[config.mk]
export PLATFORM = sky130hd
export DESIGN_NAME = lrs_fifo
export DESIGN_NICKNAME = d
export VERILOG_FILES = /design/src/lrs_pkg.sv /design/src/lrs_fifo.sv
export SDC_FILE = /design/constraint.sdc
export NUM_CORES = 1
export LEC_CHECK = 0
export ABC_CLOCK_PERIOD_IN_PS = 2000
export BUFFER_PORTS_ARGS = -buffer_cell sky130_fd_sc_hd__buf_2
export CAP_MARGIN = 20
export CELL_PAD_IN_SITES_DETAIL_PLACEMENT = 1
export CELL_PAD_IN_SITES_GLOBAL_PLACEMENT = 1
export CORE_UTILIZATION = 45
export DETAILED_ROUTE_END_ITERATION = 6
export GPL_TIMING_DRIVEN = 0
export HOLD_SLACK_MARGIN = 0.02
export PLACE_DENSITY_LB_ADDON = 0.1
export SYNTH_ARGS = -nofsm -noshare
export SYNTH_HDL_FRONTEND = slang
export SYNTH_SLANG_ARGS = --single-unit
[constraint.sdc]
create_clock -name clk -period 2 [get_ports clk]
set_input_delay 0.1 -clock clk [delete_from_list [all_inputs] [get_ports clk]]
set_output_delay 0.1 -clock clk [all_outputs]
set_load 0.02 [all_outputs]
[src/lrs_pkg.sv]
package lrs_pkg;

  localparam int MAX_FEATURES_DEF = 256;
  localparam int SIG_DEPTH_DEF    = 1024;

  localparam int QUEUE_DEPTH = 4;
  localparam int OUT_DEPTH   = 8;
  localparam int QCNT_W      = $clog2(QUEUE_DEPTH + 1);
  localparam int OCNT_W      = $clog2(OUT_DEPTH + 1);

  localparam logic signed [31:0] SCORE_MAX = 32'sh7FFF_FFFF;
  localparam logic signed [31:0] SCORE_MIN = 32'sh8000_0000;
  localparam logic [15:0]        PROB_MAX  = 16'hFFFF;
  localparam logic [15:0]        PROB_MIN  = 16'h0000;

  typedef enum logic {
    MODE_WEIGHT  = 1'b0,
    MODE_FEATURE = 1'b1
  } mode_t;

  typedef enum logic {
    CFG_FEATURE_COUNT = 1'b0,
    CFG_BIAS          = 1'b1
  } cfg_reg_t;

  typedef struct packed {
    logic signed [15:0] weight;
    logic signed [15:0] value;
    logic               last;
  } work_t;

  typedef struct packed {
    logic signed [31:0] score;
    logic [15:0]        probability;
  } result_t;

endpackage

[src/lrs_fifo.sv]
module lrs_fifo #(
  parameter int DEPTH = lrs_pkg::QUEUE_DEPTH,
  parameter int W     = $bits(lrs_pkg::work_t)
) (
  input  logic                         clk,
  input  logic                         rst_n,
  input  logic                         push,
  input  logic [W-1:0]                 wdata,
  input  logic                         pop,
  output logic [W-1:0]                 rdata,
  output logic                         empty,
  output logic [$clog2(DEPTH+1)-1:0]   count
);

  localparam int PW = (DEPTH > 1) ? $clog2(DEPTH) : 1;
  localparam int CW = $clog2(DEPTH + 1);

  logic [W-1:0]  mem_r [DEPTH];
  logic [PW-1:0] wr_ptr_r, wr_ptr_nxt;
  logic [PW-1:0] rd_ptr_r, rd_ptr_nxt;
  logic [CW-1:0] count_r, count_nxt;
  logic          do_push, do_pop;

  assign do_push = push;
  assign do_pop  = pop && (count_r != '0);
  assign empty   = (count_r == '0);
  assign count   = count_r;
  assign rdata   = mem_r[rd_ptr_r];

  always_comb begin
    wr_ptr_nxt = wr_ptr_r;
    rd_ptr_nxt = rd_ptr_r;
    count_nxt  = count_r;
    if (do_push) begin
      wr_ptr_nxt = (wr_ptr_r == PW'(DEPTH - 1)) ? '0 : wr_ptr_r + PW'(1);
    end
    if (do_pop) begin
      rd_ptr_nxt = (rd_ptr_r == PW'(DEPTH - 1)) ? '0 : rd_ptr_r + PW'(1);
    end
    if (do_push && !do_pop) begin
      count_nxt = count_r + CW'(1);
    end else if (!do_push && do_pop) begin
      count_nxt = count_r - CW'(1);
    end
  end

  always_ff @(posedge clk) begin
    if (do_push) begin
      mem_r[wr_ptr_r] <= wdata;
    end
  end

  always_ff @(posedge clk) begin
    if (!rst_n) begin
      wr_ptr_r <= '0;
      rd_ptr_r <= '0;
      count_r  <= '0;
    end else begin
      wr_ptr_r <= wr_ptr_nxt;
      rd_ptr_r <= rd_ptr_nxt;
      count_r  <= count_nxt;
    end
  end

  a_no_overflow: assert property (@(posedge clk) disable iff (!rst_n)
    push |-> count_r != CW'(DEPTH))
    else $error("request pushed into a full queue");

  a_count_bound: assert property (@(posedge clk) disable iff (!rst_n)
    count_r <= CW'(DEPTH))
    else $error("request count beyond queue depth");

endmodule

* Word-level counts from Yosys, hierarchy flattened *
Memory sizes are Yosys's and may differ from the RTL's. A register that Yosys moved wholly into a read port is not among the register bits.
Index checks and enable logic that the tools add are counted.

storage, ports and cells
  bits in read-only memories = 0
  memories = 1
  bits in writable memories = 132
  latch bits = 0
  flip-flop bits (word level) = 7
  output and inout port bits = 37

memory list
  memory  depth  width  rd ports  clocked after Yosys merged registers in  write ports  RTL line        RTL
  mem_r   4      33     1         1                                        1            lrs_fifo.sv:18  logic [W-1:0] mem_r [DEPTH];

operators by class
  bitwise operators = 0
  magnitude comparators = 0
  equality and inequality tests = 2
  multipliers = 0
  shifts and indexed selects = 0
  multiplexer cells = 8
  add/subtract/negate cells = 4
  reductions and logical operators = 8
  divide/modulo/power cells = 0

operator list
  operator             count
  $mux 2               4
  $mux 3               2
  $add 2x1->2 const B  2
  $eq 2x2->1 const B   2
  $add 3x1->3 const B  1
  $logic_and 1x1->1    3
  $logic_not 3->1      1
  $reduce_bool 3->1    1
  $sub 3x1->3 const B  1
  $logic_not 1->1      2
  $mux 1               2
  $reduce_bool 2->1    1

* Logic depth before layout (Yosys ltp) *
  depth after elaboration = 5
  mapped depth = 7
  depth with buffers taken out = 7

* Least setup slack after synthesis *
No wires, ideal clock.

  path type = reg-to-reg
  start point = register count_r[0], in the netlist count[0]
  end point = register count_r[2], in the netlist count[2]
  stages on the path, launching flop included = 8
  data arrival time = 2116 ps
  required time = 1924 ps
  setup slack = -191 ps
  buffers on the path = 0
  library setup time = 76 ps
  path through = dfxtp_1 > o31ai_1 > ha_1 > inv_1 > fa_1 > xor2_1 > or3_1 > a21boi_0

on the way
  cells in the longest elaborated chain, start to end = 5
  elaborated cells between the ends (all ways) = 10
  those cells by class = add/sub (2); mux (2); reduce/logical (6)

ends and longest elaborated chain
  element                                              RTL line        RTL
  from (decl)                                          lrs_fifo.sv:21  logic [CW-1:0] count_r, count_nxt;
  from (signal assigned)                               lrs_fifo.sv:61  count_r <= count_nxt;
  branches (longest 5 deep; another with $sub 3x1->3)  n/a

Parallel ways; which one is timed is not known. The select of a mux whose other input is x is not followed.
A chain may end at the register's enable or synchronous reset.

==> results.sh <==
export IMPL_outcome="finished clean"
export IMPL_wl_per_cell_um=19.6
export IMPL_ys_types=24
export IMPL_grt_pass1_wl_um=14900
export IMPL_fin_skew_ps=5.71
export IMPL_die_w_um=110
export IMPL_grt_usage=0.183
export IMPL_place_hpwl_um=6040
export IMPL_hold_path_class="in -> reg"
export IMPL_rsz0062_at_grt="true"
export IMPL_seqCellArea_um2=4150
export IMPL_antenna_found_initial=0
export IMPL_h_tree_depth=4
export IMPL_yosysWarnings=0
export IMPL_syn_avg_cell_area_um2=24.1
export IMPL_setup_viol=0
export IMPL_synth_fp_nets=262
export IMPL_clock_root_buffer="clkbuf_16"
export IMPL_yosys_register_bits=141
export IMPL_ant_nets=0
export IMPL_vias=2568
export IMPL_syn_cell_area_um2=5260
export IMPL_grt_max_degree=20
export IMPL_fp_row_count=39
export IMPL_r2r_end="count[2]"
export IMPL_numCtsBuffers=17
export IMPL_r2r_start="count[2]"
export IMPL_ir_drop_mv=0.940
export IMPL_viasPerCell=5.09
export IMPL_start_util=0.461
export IMPL_slew_violations=0
export IMPL_cp_start_kind="flip-flop"
export IMPL_cp_max_fo=10
export IMPL_max_clock_freq_mhz=508
export IMPL_synthCells=218
export IMPL_fin_crit_ps=1970
export IMPL_drc=0
export IMPL_n_fill_cell=1003
export IMPL_cts_sinks=141
export IMPL_cts_max_path_buffers=2
export IMPL_power_per_cell_area_nw_per_um2=1190
export IMPL_required_ps=1900
export IMPL_syn2layout_area_growth_pct=29.1
export IMPL_async_flop_share=0
export IMPL_pin_count=74
export IMPL_die_area_um2=12100
export IMPL_criticalPathCategory="reg -> out"
export IMPL_placed_cell_area_um2=5940
export IMPL_worst_pin_slew_ps=549
export IMPL_first_iter_violations=76
export IMPL_fin_nets=393
export IMPL_first_global_vias=2815
export IMPL_drt_total_wl_um=9890
export IMPL_port_buffers=73
export IMPL_final_common_cell="edfxtp_1"
export IMPL_multi_input_area_um2=1040
export IMPL_insertion_delay_ps=420
export IMPL_r2r_slack_ps=120
export IMPL_gr_total_overflow=0
export IMPL_diodes=0
export IMPL_cts_clk_slew_worst_paths_ps=50
export IMPL_synth_edff_count=132
export IMPL_min_path_cells=3
export IMPL_max_cap_violations=0
export IMPL_cp_cell_sequence="clkbuf_1, buf_2, mux4_2, buf_2"
export IMPL_ys_seq_area_frac=0.788
export IMPL_cp_end_kind="primary output"
export IMPL_power_leakage_nw=2.38
export IMPL_cts_tree="done"
export IMPL_layout_drive_gt1_share=0.401
export IMPL_max_slew_margin=0.634
export IMPL_hold_viol_final=0
export IMPL_rr_worst_depth=7
export IMPL_synth_ff_type="edfxtp_1"
export IMPL_critical_path_arrival_ps=1870
export IMPL_final_design_area_no_fill_um2=6790
export IMPL_setup_tns_ps=0
export IMPL_slowest_stage="mux4_2"
export IMPL_max_stage_delay_ps=370
export IMPL_min_period_over_period=0.984
export IMPL_place_congestion=0.607
export IMPL_layout_common_cells="edfxtp_1, buf_2, dlygate4sd3_1"
export IMPL_core_region_area_um2=11400
export IMPL_cp_common_cell="buf_2"
export IMPL_die_y_um=110
export IMPL_drt_first_pass_iters=4
export IMPL_cp_endpoint="rdata[8]"
-- report_power, final --
group          switching, W  total [W]  internal (W)
Clock               0.00106    0.00267       0.00161
Combinational       0.00100    0.00192      0.000921
Sequential        0.0000838    0.00350       0.00341
-- worst max-delay path, delay by kind of cell, from the launching register on --
family	cells	cell delay, ps
buf+inv	3	780
mux	1	370
flops	1	310
-- registers in the layout, indices dropped and copies added (netlist names), named ones only --
| register | cells |
|---|---|
| count | 3 |
| wr_ptr_r | 2 |
| mem_r | 132 |
| rd_ptr_r | 2 |
-- worst min-delay path by stage --
stage | start | endpoint | slack (ps)
floorplan | wdata[0] | mem_r[0][0] | 200
global placement | wdata[10] | mem_r[1][10] | 310
detailed placement | wdata[6] | mem_r[2][6] | 320
CTS | push | wr_ptr_r[1] | 50
global route | push | wr_ptr_r[0] | 100
finish | push | wr_ptr_r[1] | 50
-- cell families after synthesis --
logic type               count (synthesis)  share of synthesized area
AO/OA/AOI/OAI                            5                    0.00571
XOR/XNOR                                 2                    0.00333
adder cells (fa/ha/maj)                  7                     0.0181
buffers and inverters                   11                     0.0193
flip-flops                             141                      0.788
multiplexers                            36                      0.149
AND/OR/NAND/NOR                         16                     0.0164
-- synth_stat cells, types with 2 or more instances --
| cell | count | area [um^2] |
|---|---|---|
| edfxtp_1 | 132 | 3960 |
| mux4_2 | 30 | 676 |
| dfxtp_1 | 9 | 180 |
| ha_1 | 6 | 75.1 |
| and2_1 | 5 | 31.3 |
| buf_12 | 3 | 60.1 |
| buf_2 | 3 | 15.0 |
| inv_1 | 3 | 11.3 |
| mux2i_1 | 3 | 30.0 |
| mux4_1 | 3 | 78.8 |
| nor2b_1 | 3 | 18.8 |
| o21ai_0 | 3 | 15.0 |
| nand2_1 | 2 | 7.51 |
| nand3_1 | 2 | 10.0 |
| nor2_1 | 2 | 7.51 |
-- metal layers --
metal  global-route usage  vias up  routed length (um)
met5                    0        -                   0
met4               0.0874        0                 164
met3               0.0611       13                 440
met2                0.308       64                5120
met1                0.211     1314                4170
li1                     -     1177                   -
-- what timing repair did --
action,in CTS,in global routing
gates resized for setup,3,1
setup endpoints to repair,10,21
endpoints found under the hold margin,135,0
hold buffers,34,0
pin swaps,2,3
buffers inserted,1,0
-- layout make-up --
cell class	count	share of cell area
tap	143	0.0264
sequential	141	0.611
multi-input combinational	66	0.153
clock inverter	3	0.00221
buffer	8	0.0136
inverter	3	0.00166
clock buffer	29	0.0708
timing repair buffer	112	0.121
-- stage by stage --
stage | std cells | hold WS (ps) | util | worst slack (ps) | total power [W]
floorplan | 218 | 199 | - | 13.3 | 0.00487
global placement | 434 | 313 | 0.510 | -469 | 0.00538
detailed placement | 438 | 322 | 0.520 | -83.3 | 0.00545
CTS | 505 | 48.2 | 0.594 | -13.5 | 0.00821
global route | 505 | 102 | 0.594 | -52.3 | 0.00845
finish | 505 | 54.3 | 0.594 | 31.3 | 0.00809
(Power assumes the default switching activity.)
